### src/rtl/fpa_pkg.sv
// ----------------------------------------------------------------------------
// fpa_pkg: shared definitions for the Q24.8 fixed-point ALU
// Operation codes, word width and the control bundle that travels along the
// divider chain together with each request.
// ----------------------------------------------------------------------------
package fpa_pkg;

    localparam int WORD_W            = 32;
    localparam int DEFAULT_FRAC_BITS = 8;

    localparam logic [3:0] OP_ADD      = 4'd0;
    localparam logic [3:0] OP_SUB      = 4'd1;
    localparam logic [3:0] OP_MUL      = 4'd2;
    localparam logic [3:0] OP_DIV      = 4'd3;
    localparam logic [3:0] OP_GT       = 4'd4;
    localparam logic [3:0] OP_LT       = 4'd5;
    localparam logic [3:0] OP_GE       = 4'd6;
    localparam logic [3:0] OP_LE       = 4'd7;
    localparam logic [3:0] OP_EQ       = 4'd8;
    localparam logic [3:0] OP_NE       = 4'd9;
    localparam logic [3:0] OP_MIN      = 4'd10;
    localparam logic [3:0] OP_MAX      = 4'd11;
    localparam logic [3:0] OP_INC      = 4'd12;
    localparam logic [3:0] OP_DEC      = 4'd13;
    localparam logic [3:0] OP_FROM_INT = 4'd14;
    localparam logic [3:0] OP_TO_INT   = 4'd15;

    // Per-request control carried down the chain of divider cells.
    typedef struct packed {
        logic              is_div;
        logic              neg;
        logic              cmp;
        logic              dz;
        logic [WORD_W-1:0] alt_value;
        logic [WORD_W-1:0] divisor;
    } ctl_t;

endpackage

### src/rtl/fpa_div_cell.sv
// ----------------------------------------------------------------------------
// fpa_div_cell: one restoring-division cell of the ALU pipeline
// Produces one quotient bit per request and hands the partial remainder, the
// shifting numerator/quotient word and the request's control on each cycle.
// ----------------------------------------------------------------------------
module fpa_div_cell #(
    parameter int NUM_W = 40
) (
    input  logic                       clk,
    input  logic                       rst_n,
    input  logic                       up_valid,
    input  fpa_pkg::ctl_t              up_ctl,
    input  logic [fpa_pkg::WORD_W-1:0] up_rem,
    input  logic [NUM_W-1:0]           up_nq,
    output logic                       dn_valid,
    output fpa_pkg::ctl_t              dn_ctl,
    output logic [fpa_pkg::WORD_W-1:0] dn_rem,
    output logic [NUM_W-1:0]           dn_nq
);
    import fpa_pkg::*;

    logic              valid_reg;
    ctl_t              ctl_reg;
    logic [WORD_W-1:0] rem_reg;
    logic [NUM_W-1:0]  nq_reg;

    logic [WORD_W:0]   trial;
    logic [WORD_W+1:0] diff;
    logic              fits;
    logic [WORD_W-1:0] rem_next;
    logic [NUM_W-1:0]  nq_next;

    // Bring down the next numerator bit and try to take the divisor away.
    assign trial    = {up_rem, up_nq[NUM_W-1]};
    assign diff     = {1'b0, trial} - {2'b00, up_ctl.divisor};
    assign fits     = !diff[WORD_W+1];
    assign rem_next = fits ? diff[WORD_W-1:0] : trial[WORD_W-1:0];
    assign nq_next  = {up_nq[NUM_W-2:0], fits};

    always_ff @(posedge clk or negedge rst_n)
    begin
        if (!rst_n)
        begin
            valid_reg <= 1'b0;
        end
        else
        begin
            valid_reg <= up_valid;
        end
    end

    always_ff @(posedge clk)
    begin
        ctl_reg <= up_ctl;
        rem_reg <= rem_next;
        nq_reg  <= nq_next;
    end

    assign dn_valid = valid_reg;
    assign dn_ctl   = ctl_reg;
    assign dn_rem   = rem_reg;
    assign dn_nq    = nq_reg;

`ifndef SYNTH
    // A division request keeps its partial remainder below a non-zero divisor.
    a_rem_below_divisor: assert property (@(posedge clk) disable iff (!rst_n)
        up_valid && up_ctl.is_div && (up_ctl.divisor != '0)
            && (up_rem < up_ctl.divisor)
        |=> (rem_reg < ctl_reg.divisor))
        else $error("partial remainder reached the divisor");
`endif

endmodule

### config.mk
export PLATFORM = sky130hd
export DESIGN_NAME = fpa_div_cell
export DESIGN_NICKNAME = d
export VERILOG_FILES = /design/src/rtl/fpa_pkg.sv /design/src/rtl/fpa_div_cell.sv
export SDC_FILE = /design/constraint.sdc
export NUM_CORES = 1
export LEC_CHECK = 0
export ABC_AREA = 1
export BUFFER_PORTS_ARGS = -buffer_cell sky130_fd_sc_hd__buf_2
export CAP_MARGIN = 20
export CORE_ASPECT_RATIO = 1.5
export CORE_MARGIN = 1
export CORE_UTILIZATION = 50
export DETAILED_ROUTE_END_ITERATION = 8
export GPL_TIMING_DRIVEN = 0
export PLACE_DENSITY = 0.85
export SLEW_MARGIN = 20
export SYNTH_ARGS = -nofsm -noshare
export SYNTH_HDL_FRONTEND = slang
export SYNTH_SLANG_ARGS = --single-unit
### constraint.sdc
create_clock -name clk -period 1.23 [get_ports clk]
set_clock_uncertainty 0.15 [all_clocks]
set_input_delay 0 -clock clk [delete_from_list [all_inputs] [get_ports clk]]
set_output_delay 0 -clock clk [all_outputs]
set_load 0.05 [all_outputs]
==> results.md, run 1 <==
* Starting Density at 51.5%
* Error msg: [ERROR GRT-0232] Routing congestion too high. Check the congestion heatmap in the GUI.
* Pin count of the biggest net entering global routing at 17
* Worst slack, placed at -0.772 ns
* Synth Area per Inst at 7.65 sq um
* Die Span Y at 136 um
* Syn. warnings at 0
* Syn nets at between 900 and 1000
* CTS Buf Count at 17
* Initial antenna violation count at 9
* GRT Util Overall at roughly 73%
* Status: did not finish
* Yosys cell types at 31
* Routability cong. at between 0.9 and 1
* Worst endpoint type: sequential cell input
* DIE WIDTH at 91.2 um
* Port bufs at 283
* Worst EP post-GRT repair: dn_rem[19]$_DFF_P_/D
* Htree depth at 4
* Sink Count at between 100 and 150
* #FFs+latches synth at between 100 and 150
* # rows at 48
* Boundary Pins at ~280
* Halt Stage: 5_1_grt
* Clock root buffer master: clkbuf_16
* DP Wirelength at 16200 um
* Clock buffer depth at 2
* Dpl cell area at 7950 sq um
* Total gr overflow at 31
* Post-Syn Instances at between 700 and 800
* Sequential area share after synthesis at between 40% and 50%
* Netlist Area Pre-Place at 5960 sq um
## timing repair
action | CTS
hold buffers | 103
resized for setup | 133
pin swaps | 49
cloned | 2
hold endpoints to repair | 141
buffers inserted | 29
endpoints found under the setup margin | 47
## metrics by stage
| step | hold WS [ns] | instances |
|---|---|---|
| 2_1_floorplan | -0.446 | 780 |
| 3_3_place_gp | -0.374 | 1213 |
| 3_5_place_dp | -0.372 | 1213 |
| 4_1_cts | -0.461 | 1376 |
## cells by family after synthesis
kind of cell / synth area share (%)
adders and majority gates: 7.05
buffers and inverters: 10.4
DFF: 47.4
AOI/OAI and AO/OA: 2.12
and+or+nand+nor: 30.8
xor gates and xnor gates: 2.20
## cell usage after synthesis
library cell / count / share of area [%]
nand2_1: 264 / 17
inv_1: 142 / 8.9
dfxtp_1: 140 / 47
nand3_1: 58 / 4.9
nor2_1: 40 / 2.5
ha_1: 32 / 6.7
a21oi_1: 18 / 1.5
xor2_1: 15 / 2.2
nand3_2: 14 / 2.3
and2_1: 10 / 1.0
nand4_1: 7 / 0.73
buf_2: 5 / 0.42
nand3b_1: 5 / 0.63
nand2_2: 4 / 0.42
inv_2: 3 / 0.19
nor2_2: 3 / 0.31
nor3_1: 3 / 0.25
o21bai_1: 3 / 0.38
buf_6: 2 / 0.38
a21oi_2: 1 / 0.15
and3_1: 1 / 0.10
buf_12: 1 / 0.34
buf_4: 1 / 0.13
dfrtp_1: 1 / 0.42
fa_1: 1 / 0.34
nand2_4: 1 / 0.19
nand2_8: 1 / 0.34
nor2_4: 1 / 0.19
nor3_2: 1 / 0.17
o21ai_0: 1 / 0.084
or2_2: 1 / 0.10
## layer usage
layer,overflow,global-route usage [%]
met5,0,14.6
met4,14,77.1
met3,0,53.8
met2,17,94.8
met1,0,70.2
==> run 2: changes to the inputs <==
- CORE_ASPECT_RATIO: 1.5 -> default
- CORE_UTILIZATION: 50 -> 35
- PLACE_DENSITY: 0.85 -> default
- PLACE_DENSITY_LB_ADDON: default -> 0.15
==> run 2 against run 1 <==
The flow now finishes, with violations (hold timing, setup timing); synthesized area stayed put; synthesized cell count stayed put.
==> results.md, run 2 <==
* Status: finished, violations left
* Failing checks: hold timing, setup timing
* Die Span Y at 133 um
* Sink Count at between 100 and 150
* WP data required at 1.44 ns
* NetSw at about 0.0055 W
* Finish-stage setup viols at 32
* FFs w/ async S/R, synth at less than 1%
* Starting Density at 36.0%
* Die area at between 15000 and 20000 sq um
* DIE WIDTH at between 100 and 150 um
* CP Capture Type: register
* Top-count cell post-synth: nand2_1
* CP Capture Point: dn_rem[9]
* Core area at around 17000 sq um
* Layout Nets at around 1400
* Clock root buffer master: clkbuf_16
* Tmin final at 1.38 ns
* Unrepaired setup endpoints after global routing: true
* Total number of vias at between 6000 and 7000
* Area growth, synth to finish at 90.4%
* Final worst slack at -0.154 ns
* Number of inserted diodes at 0
* Crit start category: input pin
* Post-Synth Adder-Cell Area at under 10%
* Total gr overflow at 0
* Max FFs per register at 68
* Int Power at about 0.0095 W
* Crit path from: up_ctl[18]
* Post-route cell area at around 11000 sq um
* Critical Path AT at 1.59 ns
* Multiplexer share of the synthesized area at 0%
* Netlist Area Pre-Place at ~6000 sq um
* Hold WC Path Type: input pin to register
* Max_cap viols at 0
* Net Sw Frac at a little under two fifths
* Simple-gate share of the synthesized area at ~30%
* Final period util at 113%
* Crit Path Max Fanout at 10
* Placed cells at around 1300
* Static leakage at between 5 and 6 nW
* Worst Max-Slew Pin Slew at approximately 0.29 ns
* Boundary Pins at 284
* Met1 WL at a little under 9000 um
* First DRT Iteration DRCs at around 240
* Yosys cell types at 31
* Post-synthesis compound-gate area fraction at ~2.1%
* Fin cells at between 1500 and 2000
* Via density at 4.39
* GRT Util Overall at a little under a quarter
* Dpl cell area at ~8000 sq um
* Logic gate share of total power at about a third
* Final Hold Fails at 31
* Syn. warnings at 0
* Commonest cells post-synth: nand2_1 (264), inv_1 (142), dfxtp_1 (140)
* Clock buffer depth at 2
* Port bufs at 283
* Number of routed nets with antenna violations at 0
* Pwr Density at 1330 nW/um^2
* Tot Pwr at roughly 0.015 W
* CTS Buf Count at 17
* First-pass GRT wire length at between 30000 and 40000 um
* Fillers at around 1300
* Syn nets at ~960
* # rows at 47
* Share of cells above drive strength 1 at between 40% and 50%
* CTS clock-pin slew for the worst setup and hold paths at 0.07 ns
* Leading cell types in the layout, fill and taps excluded: buf_2 (255), nand2_1 (187), dfxtp_1 (140)
* Hold_ws at -0.476 ns
* DP Wirelength at ~15000 um
* #FFs+latches synth at ~140
* Synth area leader: dfxtp_1
* CTS tree: done
* Drt first pass iters at 5
* Detailed Route WL at around 21000 um
* Share of the synthesized area in the top cell type at about 47%
* Routability cong. at around 0.9
* Synth Area in XOR/XNOR at 2.20%
* Largest family of logic cells by synthesized area: simple AND/OR/NAND/NOR gates
* Seq pwr share at 33.5%
* Synth Area per Inst at about 7.6 sq um
* Final Max Tran Viols at 0
* Post-synth EDFFs at 0
* Routed len/inst at about 14 um
* Vias in the first global route at about 6400
* Max Clk Rate at around 0.72 GHz
* Met3 wire len at slightly above 900 um
* Post-Syn Instances at just under 800
* Initial antenna violation count at 0
* Metal2 WL at 11400 um
* Clk pwr share at about a third
* Max layer used: met4
* Pin count of the biggest net entering global routing at 17
* Sequential area share after synthesis at a little under half
* Htree depth at 4
* Dominant cells by area after synthesis: dfxtp_1 (47%), nand2_1 (17%), inv_1 (8.9%)
* Maximum vdd ir drop at 875 uV
* Critical path class: input pin to register
* Commonest non-fill, non-tap cell in the layout: buf_2
* Slew HR at 81.1%
* Post-synth top flop: dfxtp_1
* Post-route DRC at 0
run 2: cell counts after synthesis:
Identical to the previous run, type by type.
run 2: power groups by stage:
stage	logic [W]	registers [W]	clock network, W
3_3_place_gp	0.00381	0.00514	0
5_1_grt	0.00537	0.00509	0.00529
4_1_cts	0.00476	0.00505	0.00507
3_5_place_dp	0.00382	0.00515	0
6_report	0.00506	0.00505	0.00497
2_1_floorplan	0.00134	0.00660	0
run 2: cells by family after synthesis:
family / count (synthesis)
and+or+nand+nor: 414
DFF: 141
buffers and inverters: 154
xor gates and xnor gates: 15
AOI/OAI and AO/OA: 23
adders and majority gates: 33
run 2: what timing repair did:
| item | in CTS | in global routing |
|---|---|---|
| buffers inserted | 56 | 14 |
| hold endpoints to repair | 141 | 41 |
| pin swaps | 86 | 51 |
| resized for setup | 195 | 72 |
| gates cloned | 2 | 2 |
| setup endpoints to repair | 33 | 34 |
| hold buffers | 102 | 15 |
run 2: through the flow:
stage	setup TNS [ns]	setup WS, ns	util (%)
floorplan	-8.78	-0.289	-
global placement	-22.01	-0.753	48.5
detailed placement	-22.15	-0.740	48.5
CTS	-1.00	-0.124	65.0
global route	-5.67	-0.216	68.5
finish	-3.79	-0.154	68.5
run 2: worst min path at each step:
| stage | end | cells after the start | slack, ns | startpoint |
|---|---|---|---|---|
| floorplan | dn_valid | 0 | -0.45 | rst_n |
| global placement | dn_valid | 1 | -0.37 | rst_n |
| detailed placement | dn_valid | 1 | -0.37 | rst_n |
| CTS | dn_ctl[22] | 1 | -0.50 | up_ctl[22] |
| global route | dn_ctl[22] | 1 | -0.49 | up_ctl[22] |
| finish | dn_ctl[22] | 1 | -0.48 | up_ctl[22] |
run 2: final cells by class:
type	count	area [sq um]	area share, %
Buffer	6	97.6	0.859
Clock buffer	17	425	3.75
Clock inverter	15	146	1.29
Inverter	145	569	5.01
Multi-Input combinational cell	485	3590	31.6
Sequential cell	141	2830	24.9
Tap cell	220	275	2.42
Timing Repair Buffer	473	3430	30.2
run 2: layer usage:
metal  up-vias  track usage [%]
li1       3353                -
met1      2997             27.2
met2       211             44.5
met3        36             4.48
met4         0             7.54
met5         -                0
run 2: worst max-delay path, cell delays in order:
cell and delay, ns:
buf_6 0.08, inv_4 0.03, ha_4 0.24, nand2_2 0.06
nand2_2 0.06, nand2_2 0.06, nand3_2 0.08, a21oi_4 0.17
nor2_4 0.05, nor2_4 0.19, buf_4 0.14, buf_6 0.12
buf_8 0.13, nand3_1 0.08, nand2_1 0.07
(Power assumes the default switching activity.)
==> run 3: changes to the inputs <==
- clock period: 1.23 -> 1.6 ns (I/O delays scaled with it)
==> run 3 against run 2 <==
The flow finishes with violations (hold timing); via count fell by 5.9%; combinational power decreased by 38%; utilization is 10 points lower; non-clock buffer count down 64; power fell by 28%; hold slack better by 0.026 ns; global-route usage shrank 1.3 points; critical path depth unchanged; sequential power is 23% lower; critical path type unchanged; largest cell class is now sequential cells; largest power group is now sequential cells.
==> results.md, run 3 (synthesis gave the netlist of run 2 again) <==
* Die area at roughly 18000 sq um
* CTS Buf Count at 17
* First DRT Iteration DRCs at 282
* Commonest non-fill, non-tap cell in the layout: buf_2
* Pin count of the biggest net entering global routing at 17
* Total number of vias at between 6000 and 7000
* Share of cells above drive strength 1 at roughly 33%
* Layout Nets at between 1000 and 1500
* Starting Density at a little over a third
* Clock buffer depth at 2
* Routability cong. at about 0.85
* Final period util at between 90% and 100%
* Met3 wire len at 1000 um
* Htree depth at 4
* Clock root buffer master: clkbuf_16
* Pwr Density at between 1000 and 1500 nW/um^2
* Area growth, synth to finish at 62.8%
* Post-route cell area at 9710 sq um
* Vias in the first global route at 6010
* GRT Util Overall at 22.5%
* First-pass GRT wire length at between 30000 and 40000 um
* Dpl cell area at 7670 sq um
* Drt first pass iters at 5
* Crit start category: input pin
* CTS tree: done
* Failing checks: hold timing
* CP Capture Type: register
* DIE WIDTH at around 130 um
* # rows at between 40 and 50
* Finish-stage setup viols at 0
* Critical Path AT at ~1.7 ns
* Tmin final at approximately 1.5 ns
* Max Clk Rate at 0.656 GHz
* CTS clock-pin slew for the worst setup and hold paths at ~0.07 ns
* DP Wirelength at 14900 um
* Boundary Pins at 284
* Critical path class: input pin to register
* Port bufs at ~280
* Max FFs per register at between 60 and 70
* Static leakage at approximately 5.3 nW
* Maximum vdd ir drop at 732 uV
* Crit Path Max Fanout at 4
* Status: finished, violations left
* Max layer used: met4
* Sink Count at between 100 and 150
* Hold WC Path Type: input pin to register
* Worst Max-Slew Pin Slew at 0.318 ns
* Total gr overflow at 0
* Die Span Y at between 100 and 150 um
* Hold_ws at -0.450 ns
* Initial antenna violation count at 2
* Routed len/inst at between 10 and 15 um
* Core area at between 15000 and 20000 sq um
* Final Max Tran Viols at 0
* Number of routed nets with antenna violations at 0
* Final Core Density at 58.5%
* Leading cell types in the layout, fill and taps excluded: buf_2 (283), nand2_1 (252), inv_1 (141)
* Tot Pwr at roughly 0.011 W
* WP data required at roughly 1.8 ns
* Final Hold Fails at 31
* Detailed Route WL at between 20000 and 25000 um
* Slew HR at roughly four fifths
* Metal2 WL at approximately 10000 um
* Met1 WL at roughly 8200 um
* Unrepaired setup endpoints after global routing: true
* Max_cap viols at 0
* Post-route DRC at 0
* Via density at 4.31
==> run 3: cell count changes in the layout (fill, tap and decap cells not counted), sizes merged <==
cell,change
inv,-2
clkinv,+2
dlygate4sd3,-1
diode,+3
clkbuf,+1
buf,-64
==> run 3: area by class of cell <==
type	instances	area, sq um
Clock buffer	17	425
Clock inverter	15	151
Sequential cell	141	2830
Multi-Input combinational cell	485	2760
Antenna cell	3	7.51
Buffer	9	87.6
Fill cell	1577	6880
Inverter	145	544
Tap cell	220	275
Timing Repair Buffer	406	2630
==> run 3: repair_timing <==
item / in CTS / in global routing
pin swaps: 2 / 8
buffers inserted: 1 / 6
endpoints found under the setup margin: 3 / 31
hold endpoints to repair: 141 / 35
hold buffers: 107 / 9
resized for setup: 5 / 48
==> run 3: layer usage <==
| layer | track usage (%) | up-vias |
|---|---|---|
| li1 | - | 3223 |
| met1 | 23.9 | 2746 |
| met2 | 42.7 | 206 |
| met3 | 5.06 | 35 |
| met4 | 8.81 | 0 |
| met5 | 0 | - |
==> run 3: worst paths after layout <==
kind                       depth (start not counted)    endpoint      start  slack, ns
max                                               15  dn_rem[28]  up_nq[39]       0.08
min                                                1   dn_ctl[0]  up_ctl[0]      -0.45
max in group asynchronous                          3    dn_valid      rst_n       0.90
min in group asynchronous                          3    dn_valid      rst_n       0.28
==> run 3: critical path, cell delays in order <==
cell and delay (ns):
buf_2 0.09, inv_1 0.06, ha_1 0.15, inv_2 0.07, fa_2 0.42, nand3_2 0.11, nand3_2 0.12, nand2_2 0.09
nand2_2 0.09, nand2_1 0.09, nand2_2 0.09, nand2_2 0.09, nand3_1 0.08, nand3_2 0.09, nand2_1 0.05
==> run 3: power breakdown <==
group,total (W),switching (W),internal [W]
Sequential,0.00389,0.0000676,0.00382
Combinational,0.00315,0.00215,0.000999
Clock,0.00387,0.00179,0.00207
==> run 3: through the flow <==
step	setup WS, ns	std cells	setup TNS [ns]	hold WS [ns]
finish	0.0767	1441	0	-0.450
floorplan	0.00221	780	0	-0.446
global route	-0.0128	1441	-0.0169	-0.461
detailed placement	-0.472	1283	-13.30	-0.375
CTS	0.0215	1423	0	-0.474
global placement	-0.481	1283	-14.05	-0.375
